## src/rtl/line_color_gap_fill_scanline_core_assert.svh

```systemverilog
// Assertion macros for the scanline gap filler.
// Used by the top level; expects aclk and aresetn in the enclosing module.
`ifndef LINE_COLOR_GAP_FILL_SCANLINE_CORE_ASSERT_SVH
`define LINE_COLOR_GAP_FILL_SCANLINE_CORE_ASSERT_SVH

// Same-cycle implication, checked out of reset.
`define LCGF_ASSERT_IMP(name, cond, prop, msg) \
    name: assert property (@(posedge aclk) disable iff (!aresetn) (cond) |-> (prop)) \
        else $error(msg);

// Next-cycle implication, checked out of reset.
`define LCGF_ASSERT_NXT(name, cond, prop, msg) \
    name: assert property (@(posedge aclk) disable iff (!aresetn) (cond) |=> (prop)) \
        else $error(msg);

`endif

```

## src/rtl/lcgf_pkg.sv

```systemverilog
// Shared types and constants of the scanline gap filler.
// No dependencies; used by every module of the block.
package lcgf_pkg;

    localparam int SEARCH_REACH    = 20;
    localparam int MAX_LINE_LENGTH = 4096;
    localparam int NUM_LINE_COLORS = 4;

    // Window geometry: the pixel under decision sits in the middle cell.
    localparam int AHEAD     = SEARCH_REACH - 1;
    localparam int WIN_DEPTH = 2 * AHEAD + 1;
    localparam int CENTER    = AHEAD;

    localparam int POS_W     = $clog2(MAX_LINE_LENGTH);
    localparam int FLUSH_W   = $clog2(AHEAD + 1);
    localparam int LEVEL_W   = 10;
    localparam int TALLY_W   = 13;
    localparam int TALLY_MAX = (1 << TALLY_W) - 1;
    localparam int PIXEL_W   = 32;
    localparam int NUM_COLOR_REGS = 4;
    localparam int CFG_IDX_W = 3;
    localparam int COUNT_W   = 3;

    typedef enum logic [1:0] {
        CL_CLEAR  = 2'd0,
        CL_WHITE  = 2'd1,
        CL_TARGET = 2'd2,
        CL_USE    = 2'd3
    } cls_t;

    typedef enum logic [CFG_IDX_W-1:0] {
        REG_COLOR_A     = 3'd0,
        REG_COLOR_B     = 3'd1,
        REG_COLOR_C     = 3'd2,
        REG_COLOR_D     = 3'd3,
        REG_COLOR_COUNT = 3'd4,
        REG_PREFER_DARK = 3'd5
    } cfg_reg_t;

    typedef struct packed {
        logic               valid;
        cls_t               cls;
        logic [LEVEL_W-1:0] level;
        logic [PIXEL_W-1:0] pixel;
    } cell_t;

    typedef struct packed {
        logic [PIXEL_W-1:0] pixel;
        logic               unres;
        logic               done;
    } pick_t;

endpackage

```

## src/rtl/line_color_gap_fill_scanline_core.sv

```systemverilog
// Scanline line-color gap filler. Pixels of a scanline stream in one per clock;
// each is classified on entry (transparent, white, line color, usable) and
// shifted into a chain of 39 cells. The pixel in the middle cell is decided
// with 19 cells of context on each side, so its result can leave only after
// the pixel 19 positions later is taken. Inside a line the block takes one
// pixel per clock and returns one result per clock while the output is ready.
// After the last pixel of a line (end_of_line, or the 4096th pixel) the input
// is held off while the chain drains the tail of the line, waiting whenever
// the output stalls; these 19 empty cells also separate the line from the
// next one. unresolved_count is nonzero only on the result beat that carries
// line_done.
`include "line_color_gap_fill_scanline_core_assert.svh"

module line_color_gap_fill_scanline_core (
    input  logic        aclk,
    input  logic        aresetn,

    input  logic        s_valid,
    output logic        s_ready,
    input  logic [7:0]  s_in_alpha,
    input  logic [7:0]  s_in_red,
    input  logic [7:0]  s_in_green,
    input  logic [7:0]  s_in_blue,
    input  logic        s_end_of_line,

    output logic        m_valid,
    input  logic        m_ready,
    output logic [7:0]  m_out_alpha,
    output logic [7:0]  m_out_red,
    output logic [7:0]  m_out_green,
    output logic [7:0]  m_out_blue,
    output logic        m_line_done,
    output logic [12:0] m_unresolved_count,

    input  logic        cfg_valid,
    output logic        cfg_ready,
    input  logic [2:0]  cfg_index,
    input  logic [31:0] cfg_data
);

    localparam int D = lcgf_pkg::WIN_DEPTH;

    // Configuration registers. The user must change them only while the block is idle; the block does not enforce this.
    logic [lcgf_pkg::PIXEL_W-1:0] color_reg [lcgf_pkg::NUM_COLOR_REGS];
    logic [lcgf_pkg::COUNT_W-1:0] color_count_reg;
    logic                         prefer_dark_reg;

    assign cfg_ready = 1'b1;

    always_ff @(posedge aclk) begin
        if (!aresetn) begin
            for (int k = 0; k < lcgf_pkg::NUM_COLOR_REGS; k++) begin
                color_reg[k] <= '0;
            end
            color_count_reg <= '0;
            prefer_dark_reg <= 1'b0;
        end else if (cfg_valid && cfg_ready) begin
            case (cfg_index)
                lcgf_pkg::REG_COLOR_A:     color_reg[0] <= cfg_data;
                lcgf_pkg::REG_COLOR_B:     color_reg[1] <= cfg_data;
                lcgf_pkg::REG_COLOR_C:     color_reg[2] <= cfg_data;
                lcgf_pkg::REG_COLOR_D:     color_reg[3] <= cfg_data;
                lcgf_pkg::REG_COLOR_COUNT: color_count_reg <= cfg_data[lcgf_pkg::COUNT_W-1:0];
                lcgf_pkg::REG_PREFER_DARK: prefer_dark_reg <= cfg_data[0];
                default: ;
            endcase
        end
    end

    // Classification of the incoming pixel. A color count above the number
    // of supported line colors is clamped.
    logic [lcgf_pkg::PIXEL_W-1:0] in_pixel;
    logic [lcgf_pkg::COUNT_W-1:0] color_limit;
    logic                         color_hit;
    lcgf_pkg::cell_t              in_cell;

    assign in_pixel = {s_in_alpha, s_in_red, s_in_green, s_in_blue};
    assign color_limit =
        (color_count_reg > lcgf_pkg::COUNT_W'(lcgf_pkg::NUM_LINE_COLORS))
            ? lcgf_pkg::COUNT_W'(lcgf_pkg::NUM_LINE_COLORS) : color_count_reg;

    always_comb begin
        color_hit = 1'b0;
        for (int j = 0; j < lcgf_pkg::NUM_LINE_COLORS; j++) begin
            if ((lcgf_pkg::COUNT_W'(j) < color_limit) && (color_reg[j] == in_pixel)) begin
                color_hit = 1'b1;
            end
        end
    end

    always_comb begin
        in_cell.valid = 1'b1;
        in_cell.pixel = in_pixel;
        in_cell.level = '0;
        if (s_in_alpha == 8'd0) begin
            in_cell.cls   = lcgf_pkg::CL_CLEAR;
            in_cell.pixel = '0;
        end else if ({s_in_red, s_in_green, s_in_blue} == 24'hFFFFFF) begin
            in_cell.cls = lcgf_pkg::CL_WHITE;
        end else if (color_hit) begin
            in_cell.cls = lcgf_pkg::CL_TARGET;
        end else begin
            in_cell.cls   = lcgf_pkg::CL_USE;
            in_cell.level = lcgf_pkg::LEVEL_W'(s_in_red) + lcgf_pkg::LEVEL_W'(s_in_green)
                          + lcgf_pkg::LEVEL_W'(s_in_blue);
        end
    end

    // Control: a step shifts the chain by one, either with an accepted pixel
    // or, while draining the end of a line, with an empty cell. pend_reg
    // marks a middle cell that still owes its result; a step may only occur
    // when that result moves into the output register in the same cycle.
    logic [lcgf_pkg::POS_W-1:0]   pos_reg, pos_next;
    logic [lcgf_pkg::FLUSH_W-1:0] flush_cnt_reg, flush_cnt_next;
    logic                         pend_reg, pend_next;
    logic                         flush_active, step_ok, step, in_accept, in_last, out_load;
    lcgf_pkg::cell_t              shift_in;
    lcgf_pkg::cell_t              win [D];
    lcgf_pkg::pick_t              pick;

    assign flush_active = (flush_cnt_reg != '0);
    assign out_load     = pend_reg && (!m_valid || m_ready);
    assign step_ok      = !pend_reg || out_load;
    assign s_ready      = !flush_active && step_ok;
    assign in_accept    = s_valid && s_ready;
    assign step         = in_accept || (flush_active && step_ok);
    assign in_last      = s_end_of_line
                       || (pos_reg == lcgf_pkg::POS_W'(lcgf_pkg::MAX_LINE_LENGTH - 1));

    always_comb begin
        shift_in       = in_cell;
        shift_in.valid = in_accept;
    end

    always_comb begin
        pos_next       = pos_reg;
        flush_cnt_next = flush_cnt_reg;
        pend_next      = pend_reg;
        if (in_accept) begin
            pos_next = in_last ? '0 : pos_reg + lcgf_pkg::POS_W'(1);
            if (in_last) begin
                flush_cnt_next = lcgf_pkg::FLUSH_W'(lcgf_pkg::AHEAD);
            end
        end else if (step) begin
            flush_cnt_next = flush_cnt_reg - lcgf_pkg::FLUSH_W'(1);
        end
        if (step) begin
            pend_next = win[lcgf_pkg::CENTER-1].valid;
        end else if (out_load) begin
            pend_next = 1'b0;
        end
    end

    always_ff @(posedge aclk) begin
        if (!aresetn) begin
            pos_reg       <= '0;
            flush_cnt_reg <= '0;
            pend_reg      <= 1'b0;
        end else begin
            pos_reg       <= pos_next;
            flush_cnt_reg <= flush_cnt_next;
            pend_reg      <= pend_next;
        end
    end

    // The window: cell 0 holds the newest pixel, each step moves every
    // pixel one cell further along.
    for (genvar k = 0; k < D; k++) begin : g_chain
        if (k == 0) begin : g_head
            lcgf_cell u_cell (
                .aclk     (aclk),
                .aresetn  (aresetn),
                .shift_en (step),
                .d        (shift_in),
                .q        (win[k])
            );
        end else begin : g_body
            lcgf_cell u_cell (
                .aclk     (aclk),
                .aresetn  (aresetn),
                .shift_en (step),
                .d        (win[k-1]),
                .q        (win[k])
            );
        end
    end

    lcgf_pick u_pick (
        .win         (win),
        .prefer_dark (prefer_dark_reg),
        .res         (pick)
    );

    // Output register and the unresolved tally of the current line.
    logic                         m_valid_reg, m_valid_next;
    logic [lcgf_pkg::PIXEL_W-1:0] m_pixel_reg;
    logic                         m_done_reg;
    logic [lcgf_pkg::TALLY_W-1:0] m_count_reg;
    logic [lcgf_pkg::TALLY_W-1:0] tally_reg, tally_next, tally_bumped;

    assign tally_bumped = (pick.unres && (tally_reg != lcgf_pkg::TALLY_W'(lcgf_pkg::TALLY_MAX)))
                        ? tally_reg + lcgf_pkg::TALLY_W'(1) : tally_reg;

    always_comb begin
        m_valid_next = m_valid_reg;
        tally_next   = tally_reg;
        if (out_load) begin
            m_valid_next = 1'b1;
            tally_next   = pick.done ? '0 : tally_bumped;
        end else if (m_ready) begin
            m_valid_next = 1'b0;
        end
    end

    always_ff @(posedge aclk) begin
        if (!aresetn) begin
            m_valid_reg <= 1'b0;
            tally_reg   <= '0;
        end else begin
            m_valid_reg <= m_valid_next;
            tally_reg   <= tally_next;
        end
    end

    always_ff @(posedge aclk) begin
        if (out_load) begin
            m_pixel_reg <= pick.pixel;
            m_done_reg  <= pick.done;
            m_count_reg <= pick.done ? tally_bumped : '0;
        end
    end

    assign m_valid            = m_valid_reg;
    assign m_out_alpha        = m_pixel_reg[31:24];
    assign m_out_red          = m_pixel_reg[23:16];
    assign m_out_green        = m_pixel_reg[15:8];
    assign m_out_blue         = m_pixel_reg[7:0];
    assign m_line_done        = m_done_reg;
    assign m_unresolved_count = m_count_reg;

    `LCGF_ASSERT_IMP(a_step_drains_pending, step && pend_reg, out_load,
        "chain shifted while the middle cell still owed its result")
    `LCGF_ASSERT_IMP(a_pending_is_pixel, pend_reg, win[lcgf_pkg::CENTER].valid,
        "pending result points at an empty middle cell")
    `LCGF_ASSERT_NXT(a_last_starts_drain, in_accept && in_last,
        flush_cnt_reg == lcgf_pkg::FLUSH_W'(lcgf_pkg::AHEAD),
        "end of line did not start the drain")
    `LCGF_ASSERT_IMP(a_count_only_on_done, m_valid && !m_line_done, m_unresolved_count == '0,
        "unresolved count shown on a beat that does not end the line")

endmodule

```

## src/rtl/lcgf_cell.sv

```systemverilog
// One cell of the pixel window chain: holds a classified pixel and passes it on.
// Depends on lcgf_pkg.
module lcgf_cell (
    input  logic           aclk,
    input  logic           aresetn,
    input  logic           shift_en,
    input  lcgf_pkg::cell_t d,
    output lcgf_pkg::cell_t q
);

    logic                        valid_reg;
    lcgf_pkg::cls_t              cls_reg;
    logic [lcgf_pkg::LEVEL_W-1:0] level_reg;
    logic [lcgf_pkg::PIXEL_W-1:0] pixel_reg;

    always_ff @(posedge aclk) begin
        if (!aresetn) begin
            valid_reg <= 1'b0;
        end else if (shift_en) begin
            valid_reg <= d.valid;
        end
    end

    always_ff @(posedge aclk) begin
        if (shift_en) begin
            cls_reg   <= d.cls;
            level_reg <= d.level;
            pixel_reg <= d.pixel;
        end
    end

    assign q = '{valid: valid_reg, cls: cls_reg, level: level_reg, pixel: pixel_reg};

endmodule

```

## src/rtl/lcgf_pick.sv

```systemverilog
// Replacement decision for the pixel in the middle cell of the window.
// Depends on lcgf_pkg; reads every cell of the chain.
module lcgf_pick (
    input  lcgf_pkg::cell_t win [lcgf_pkg::WIN_DEPTH],
    input  logic            prefer_dark,
    output lcgf_pkg::pick_t res
);

    localparam int C = lcgf_pkg::CENTER;

    logic                         ul, ur, first_px, last_px, take_left;
    logic                         far_r_found, far_l_found;
    logic [lcgf_pkg::PIXEL_W-1:0] far_r_pixel, far_l_pixel;
    logic [lcgf_pkg::LEVEL_W-1:0] far_r_level, far_l_level;

    // Nearest usable pixel on either side, two to AHEAD cells away.
    // Scanning from far to near lets the nearest hit win.
    always_comb begin
        far_r_found = 1'b0;
        far_r_pixel = '0;
        far_r_level = '0;
        far_l_found = 1'b0;
        far_l_pixel = '0;
        far_l_level = '0;
        for (int t = lcgf_pkg::AHEAD; t >= 2; t--) begin
            if (win[C-t].valid && (win[C-t].cls == lcgf_pkg::CL_USE)) begin
                far_r_found = 1'b1;
                far_r_pixel = win[C-t].pixel;
                far_r_level = win[C-t].level;
            end
            if (win[C+t].valid && (win[C+t].cls == lcgf_pkg::CL_USE)) begin
                far_l_found = 1'b1;
                far_l_pixel = win[C+t].pixel;
                far_l_level = win[C+t].level;
            end
        end
    end

    assign ul       = win[C+1].valid && (win[C+1].cls == lcgf_pkg::CL_USE);
    assign ur       = win[C-1].valid && (win[C-1].cls == lcgf_pkg::CL_USE);
    assign first_px = !win[C+1].valid;
    assign last_px  = !win[C-1].valid;

    always_comb begin
        res.pixel = win[C].pixel;
        res.unres = 1'b0;
        res.done  = last_px;
        take_left = 1'b0;
        if (win[C].cls == lcgf_pkg::CL_TARGET) begin
            if (first_px && last_px) begin
                res.unres = 1'b1;
            end else if (first_px) begin
                if (ur) res.pixel = win[C-1].pixel;
                else    res.unres = 1'b1;
            end else if (last_px) begin
                if (ul) res.pixel = win[C+1].pixel;
                else    res.unres = 1'b1;
            end else if (ul && ur) begin
                // Darker neighbor wins; a tie goes to the right.
                res.pixel = (win[C+1].level < win[C-1].level) ? win[C+1].pixel
                                                              : win[C-1].pixel;
            end else if (!ul && !ur) begin
                res.unres = 1'b1;
            end else if (ul) begin
                if (far_r_found) begin
                    take_left = prefer_dark ? (win[C+1].level <= far_r_level)
                                            : (win[C+1].level >= far_r_level);
                    res.pixel = take_left ? win[C+1].pixel : far_r_pixel;
                end else begin
                    res.pixel = win[C+1].pixel;
                end
            end else begin
                if (far_l_found) begin
                    take_left = prefer_dark ? (far_l_level <= win[C-1].level)
                                            : (far_l_level >= win[C-1].level);
                    res.pixel = take_left ? far_l_pixel : win[C-1].pixel;
                end else begin
                    res.pixel = win[C-1].pixel;
                end
            end
        end
    end

endmodule
```

## config.mk

```make
export PLATFORM = sky130hd
export DESIGN_NAME = line_color_gap_fill_scanline_core
export DESIGN_NICKNAME = d
export VERILOG_FILES = /design/src/rtl/lcgf_pkg.sv /design/src/rtl/line_color_gap_fill_scanline_core.sv /design/src/rtl/lcgf_cell.sv /design/src/rtl/lcgf_pick.sv
export VERILOG_INCLUDE_DIRS = /design/src /design/src/rtl
export SDC_FILE = /design/constraint.sdc
export NUM_CORES = 2
export LEC_CHECK = 0
export ABC_AREA = 1
export BUFFER_PORTS_ARGS = -buffer_cell sky130_fd_sc_hd__clkbuf_2
export CORE_MARGIN = 5
export CORE_UTILIZATION = 43
export DETAILED_ROUTE_END_ITERATION = 16
export GPL_ROUTABILITY_DRIVEN = 0
export GPL_TIMING_DRIVEN = 0
export HOLD_SLACK_MARGIN = 0.1
export PLACE_DENSITY = 0.69
export SKIP_CTS_REPAIR_TIMING = 1
export SLEW_MARGIN = 5
export SYNTH_ARGS = -nofsm -noshare
export SYNTH_HDL_FRONTEND = slang
export SYNTH_SLANG_ARGS = --single-unit
```

## constraint.sdc

```tcl
create_clock -name aclk -period 140.3 [get_ports aclk]
set_input_delay 28.06 -clock aclk [delete_from_list [all_inputs] [get_ports aclk]]
set_output_delay 28.06 -clock aclk [all_outputs]
set_load 0.01 [all_outputs]
```

Yosys cells after proc, flatten, opt, wreduce, memory -nomap -nowiden
Memory sizes are Yosys's and may differ from the RTL's.
Index checks and enable logic that the tools add are counted.
Widths: inputs -> output; s select.

cells by class
  $add $sub $neg = 5
  eq/ne operators = 52
  mux-type cells = 167
  $lt $le $gt $ge = 10
  reduce and logical (&&, ||, !) cells = 72
  bitwise gates (word level) = 4

operators with widths
  kind                   number
  $mux 32                51
  $mux 10                36
  $eq 32x32->1           4
  $mux 33                3
  $eq 2x2->1 const B     39
  $mux 1                 70
  $logic_and 1x1->1      50
  $mux 13                2
  $eq 24x24->1 const B   1
  $ge 10x10->1           2
  $le 10x10->1           2
  $mux 5                 3
  $add 13x1->13 const B  1
  $ne 13x13->1 const B   1
  $add 12x1->12 const B  1
  $eq 12x12->1 const B   1
  $mux 12                1
  $add 9x8->10           1
  $lt 10x10->1           1
  $add 8x8->9            1
  $logic_not 8->1        1
  $logic_not 1->1        7
  $eq 3x2->1 const B     2
  $eq 3x3->1 const B     2
  other kinds (15)       27

word-level totals
  RAM bits = 128
  memories = 1
  bits in registers = 1837

memory list
  memory     depth  bits a word  rd ports  clocked after Yosys merged registers in  write ports  RTL line                                 text
  color_reg  4      32           4         0                                        4            line_color_gap_fill_scanline_core.sv:44  logic [lcgf_pkg::PIXEL_W-1:0] color_reg [lcgf_pkg::NUM_COLOR_REGS];

Depth between registers and ports, before layout
  depth after elaboration = 34
  depth in mapped cells = 38

Hierarchy
From an unflattened synthesis, not the netlist that was laid out.

second synthesis, totals
  cell total of the unflattened synthesis = 7619
  area, all modules = 84018.1 um^2

by module, submodules not included
  module                             cells each  sequential area each (um^2)  times used  area an instance (um^2)
  lcgf_cell                          51          1341.3                       39          1370.1
  lcgf_pick                          4440        0.0                          1           19925.4
  line_color_gap_fill_scanline_core  1190        5945.7                       1           10660.2

Worst setup path after synthesis
Ideal clock, no wire load.

  kind = input-to-reg
  start = input m_ready
  end = register g_chain[21].g_body.u_cell.valid_reg
  required time = 138.446 ns
  setup slack = 61.819 ns
  buffers on the path = 1
  stages = 10
  data arrival time = 76.627 ns
  path through = inv_1 > nand2_1 > nor2_1 > nor2_1 > nand2_1 > inv_1 > nor2_1 > inv_2 > clkbuf_1 > a21oi_1

on the way
  longest elaborated chain between the ends = 6
  elaborated cells between the ends (all ways) = 7

RTL lines
  what                                         RTL line                                  text
  from (decl)                                  line_color_gap_fill_scanline_core.sv:27   input logic m_ready,
  $logic_or 1x1->1                             line_color_gap_fill_scanline_core.sv:122  assign out_load = pend_reg && (!m_valid || m_ready);
  $logic_and 1x1->1                            line_color_gap_fill_scanline_core.sv:122
  $logic_or 1x1->1                             line_color_gap_fill_scanline_core.sv:123  assign step_ok = !pend_reg || out_load;
  $logic_and 1x1->1                            line_color_gap_fill_scanline_core.sv:124  assign s_ready = !flush_active && step_ok;
  named net s_ready                            line_color_gap_fill_scanline_core.sv:19   output logic s_ready,
  $logic_and 1x1->1                            line_color_gap_fill_scanline_core.sv:125  assign in_accept = s_valid && s_ready;
  $logic_or 1x1->1                             line_color_gap_fill_scanline_core.sv:126  assign step = in_accept || (flush_active && step_ok);
  named net g_chain[0].g_head.u_cell.shift_en  lcgf_cell.sv:6                            input logic shift_en,
  to (signal assigned)                         lcgf_cell.sv:20                           valid_reg <= d.valid;
  to (decl)                                    lcgf_cell.sv:11                           logic valid_reg;

The timed path passes the listed nets, and every way through them passes these cells.
A chain may end at the register's enable or synchronous reset.

Worst setup path in the final report
  start = input m_ready
  end = output s_ready

on the way
  longest elaborated chain between the ends = 4

RTL lines
  what               RTL line
  $logic_or 1x1->1   line_color_gap_fill_scanline_core.sv:122
  $logic_and 1x1->1  line_color_gap_fill_scanline_core.sv:122
  $logic_or 1x1->1   line_color_gap_fill_scanline_core.sv:123
  $logic_and 1x1->1  line_color_gap_fill_scanline_core.sv:124
  to (decl)          line_color_gap_fill_scanline_core.sv:19

No other way between the ends.

==> results.cfg <==
[outcome]
status = complete, no violations

[clock_tree]
ctsHtreeMaxLevel = 4
clock-sinks = 1965
clock-root-buffer = sky130_fd_sc_hd__clkbuf_16
clkSlewWorstSetupHoldPaths_ns = 0.06
clock_network_latency_to_the_later_pin_of_the_worst_skew_pair_ns = 0.81
numCtsBuffers = 193
cts_tree = yes
cts_buffer_depth = 3

[run]
max_cap_violations = 0

[power]
power.share.clock_pct = 22.4
comb_power_share_pct = 23.5
netSwitchingPower_uw = 735.2
power_frac_seq_pct = 54.1
power.ir.vdd_worst_mv = 0.01721
cell_internal_pwr_mw = 1.523
leakage_nw = 36.97
switching_share_pct = 32.56
power-per-cell-area_nw_per_um2 = 24.05

[global_routing]
grt_pass1_vias = 53715
antenna_found_initial = 2
wire_length_of_the_first_global_routing_pass_mm = 281.9
globalRouteOverflowTotal = 0
maximum_number_of_pins_on_one_net_before_global_route_repair = 70
grt.total_usage_pct = 17.17

[layout]
fillCellCount = 16440
area_growth_pct = 12.90
seq_area_sq_um = 58260
layout-drive-gt1-share_pct = 8.141
largest_register_ff_count = 1216
layout.core_utilization_pct = 48.80
multi_input_area_sq_um = 22070
design.final.nets = 7982

[logic_synthesis]
yosys_register_bits = 1965
async_reset_ff_share_pct = 0
yosys_warnings = 0
post_synth_instance_area_sq_um = 83150
commonest_register_cell_after_synthesis = sky130_fd_sc_hd__edfxtp_1
syn_avg_cell_area_sq_um = 11.06
netlist.top_cell.by_area = sky130_fd_sc_hd__edfxtp_1
synth-seq-area-share_pct = 70.06
syn_inst = 7517
ys_top_cells_by_count = 1982 x sky130_fd_sc_hd__nand2_1, 1890 x sky130_fd_sc_hd__edfxtp_1, 1199 x sky130_fd_sc_hd__nor2_1, 366 x sky130_fd_sc_hd__o21ai_0, 365 x sky130_fd_sc_hd__a21oi_1
synth_nets = 7638
synth.lib_cells_used.distinct = 54
synth_top_area_share_pct = 68.25
synth.most_common_cell = sky130_fd_sc_hd__nand2_1
synth.area.top_cells = sky130_fd_sc_hd__edfxtp_1 68%, sky130_fd_sc_hd__nand2_1 8.9%, sky130_fd_sc_hd__nor2_1 5.4%
number_of_synthesized_flops_with_an_enable_pin = 1890

[sta]
grt_setup_unrepaired = false
worst_pin_slew_ns = 1.320
setup_tns_ns = 0
final_period_minus_worst_setup_slack_ns = 56.71
skew_ns = 0.01579
fin_crit_sh_pct = 40.42
setup_violations = 0
finalMaxSlewViolations = 0
final-hold-violation-count = 0
maxClockFrequency_ghz = 0.01763
max_slew_margin_pct = 11.77

[die]
fp.dieW_microns = 449.8
floorplan.initialDensity_pct = 43.22
die_y_microns = 449.8
design.portCount = 122
placement_rows = 161
floorplan.die_area_sq_um = 202300
coreArea_sq_um = 192400

[critical_path]
critical_path_required_ns = 112.24
critical_path.startpoint_type = input pin
critical_path_arrival_ns = 28.65
setup.worst_path.class = in2out
critical_path_peak_fanout = 3
critical_path_endpoint_category = output port

[detailed_routing]
drt_first_pass_iters = 16
routed_wire_length_per_instance_microns = 16.88
vias = 53255
wirelength_mm = 178.1
drtIter0Drc = 4596
final_antenna_net_count = 0
drt-vias-per-instance = 5.048
detail_route.drc_violations = 0

[placement]
numPortBuffers = 118
hpwlAfterDp_mm = 128.9

[min_path]
worst_hold_path_type = reg2reg
## worst max-delay path: stages
cell and delay, ns:
sky130_fd_sc_hd__clkbuf_2 0.08, sky130_fd_sc_hd__inv_1 0.03, sky130_fd_sc_hd__nand2_1 0.09, sky130_fd_sc_hd__nor2_1 0.07
sky130_fd_sc_hd__nor2_1 0.16, sky130_fd_sc_hd__clkbuf_2 0.16
## per-stage QoR
step           total power [mW]  std cells  setup slack [ns]  instance area (sq um)  hold WS (ns)
2_1_floorplan             2.274       7517             61.82                  83150        0.4003
3_3_place_gp              2.710      10161             44.16                  86900        0.4009
3_5_place_dp              1.759      10192             83.58                  87710        0.4057
4_1_cts                   2.267      10547             83.58                  93860        0.4205
5_1_grt                   2.386      10547             83.54                  93870        0.4207
6_report                  2.258      10550             83.59                  93880        0.4198
## power by group through the flow
stage	registers (mW)	logic [mW]	clock network [mW]
global route	1.25	0.592	0.540
finish	1.22	0.532	0.505
CTS	1.22	0.533	0.515
global placement	2.24	0.475	0
detailed placement	1.23	0.529	0
floorplan	1.94	0.334	0
## placed cells by master, fill, tap and decap left out, types with 39 or more instances in the layout
master                         n
sky130_fd_sc_hd__or2_2       182
sky130_fd_sc_hd__ha_1         39
sky130_fd_sc_hd__nor2_1     1199
sky130_fd_sc_hd__inv_1       346
sky130_fd_sc_hd__a211oi_1     39
sky130_fd_sc_hd__clkbuf_1    353
sky130_fd_sc_hd__a21oi_1     365
sky130_fd_sc_hd__edfxtp_1   1890
sky130_fd_sc_hd__o21ai_0     366
sky130_fd_sc_hd__clkbuf_16   198
sky130_fd_sc_hd__dfxtp_1      75
sky130_fd_sc_hd__xor2_1       39
sky130_fd_sc_hd__clkinv_1     54
sky130_fd_sc_hd__nor3_1       90
sky130_fd_sc_hd__nand2_1    1979
sky130_fd_sc_hd__a221oi_1     91
sky130_fd_sc_hd__xnor2_1      45
sky130_fd_sc_hd__nand3_1     146
sky130_fd_sc_hd__clkbuf_2    118
sky130_fd_sc_hd__o211ai_1     57
## per-layer routing
layer	vias up	wire [microns]	track usage [%]
met4	0	8919	8.266
met2	1665	91870	31.54
met1	24603	67950	19.66
li1	26502	-	-
met5	-	0	0
met3	485	9309	2.400
## layout make-up
cell class / instances / area share [%]
timing repair buffer: 149 / 1.477
multi-input combinational: 4822 / 23.51
antenna: 3 / 0.007997
buffer: 373 / 1.607
tap: 2526 / 3.367
clock buffer: 262 / 5.640
sequential: 1965 / 62.06
clock inverter: 93 / 0.9116
inverter: 357 / 1.429
## cells by family after synthesis
family	Yosys count	synth area share, %
xor gates and xnor gates	84	0.8848
buffers and inverters	730	3.422
and+or+nand+nor	3662	17.66
muxes	2	0.02408
adders and majority gates	48	0.8035
AOI/OAI and AO/OA	1025	7.143
DFF	1965	70.06
other	1	0.004510
## final timing paths
| path | start | end | slack, ns | cells after the start |
|---|---|---|---|---|
| worst max-delay path | m_ready | s_ready | 83.59 | 6 |
| worst max register to register | g_chain[0].g_head.u_cell.valid_reg | m_pixel_reg[17] | 133.83 | 31 |
| worst min register to register | g_chain[19].g_body.u_cell.level_reg[9] | g_chain[20].g_body.u_cell.level_reg[9] | 0.42 | 0 |
| worst min-delay path | g_chain[19].g_body.u_cell.level_reg[9] | g_chain[20].g_body.u_cell.level_reg[9] | 0.42 | 0 |
No activity file was read; power rests on OpenSTA's default activity.
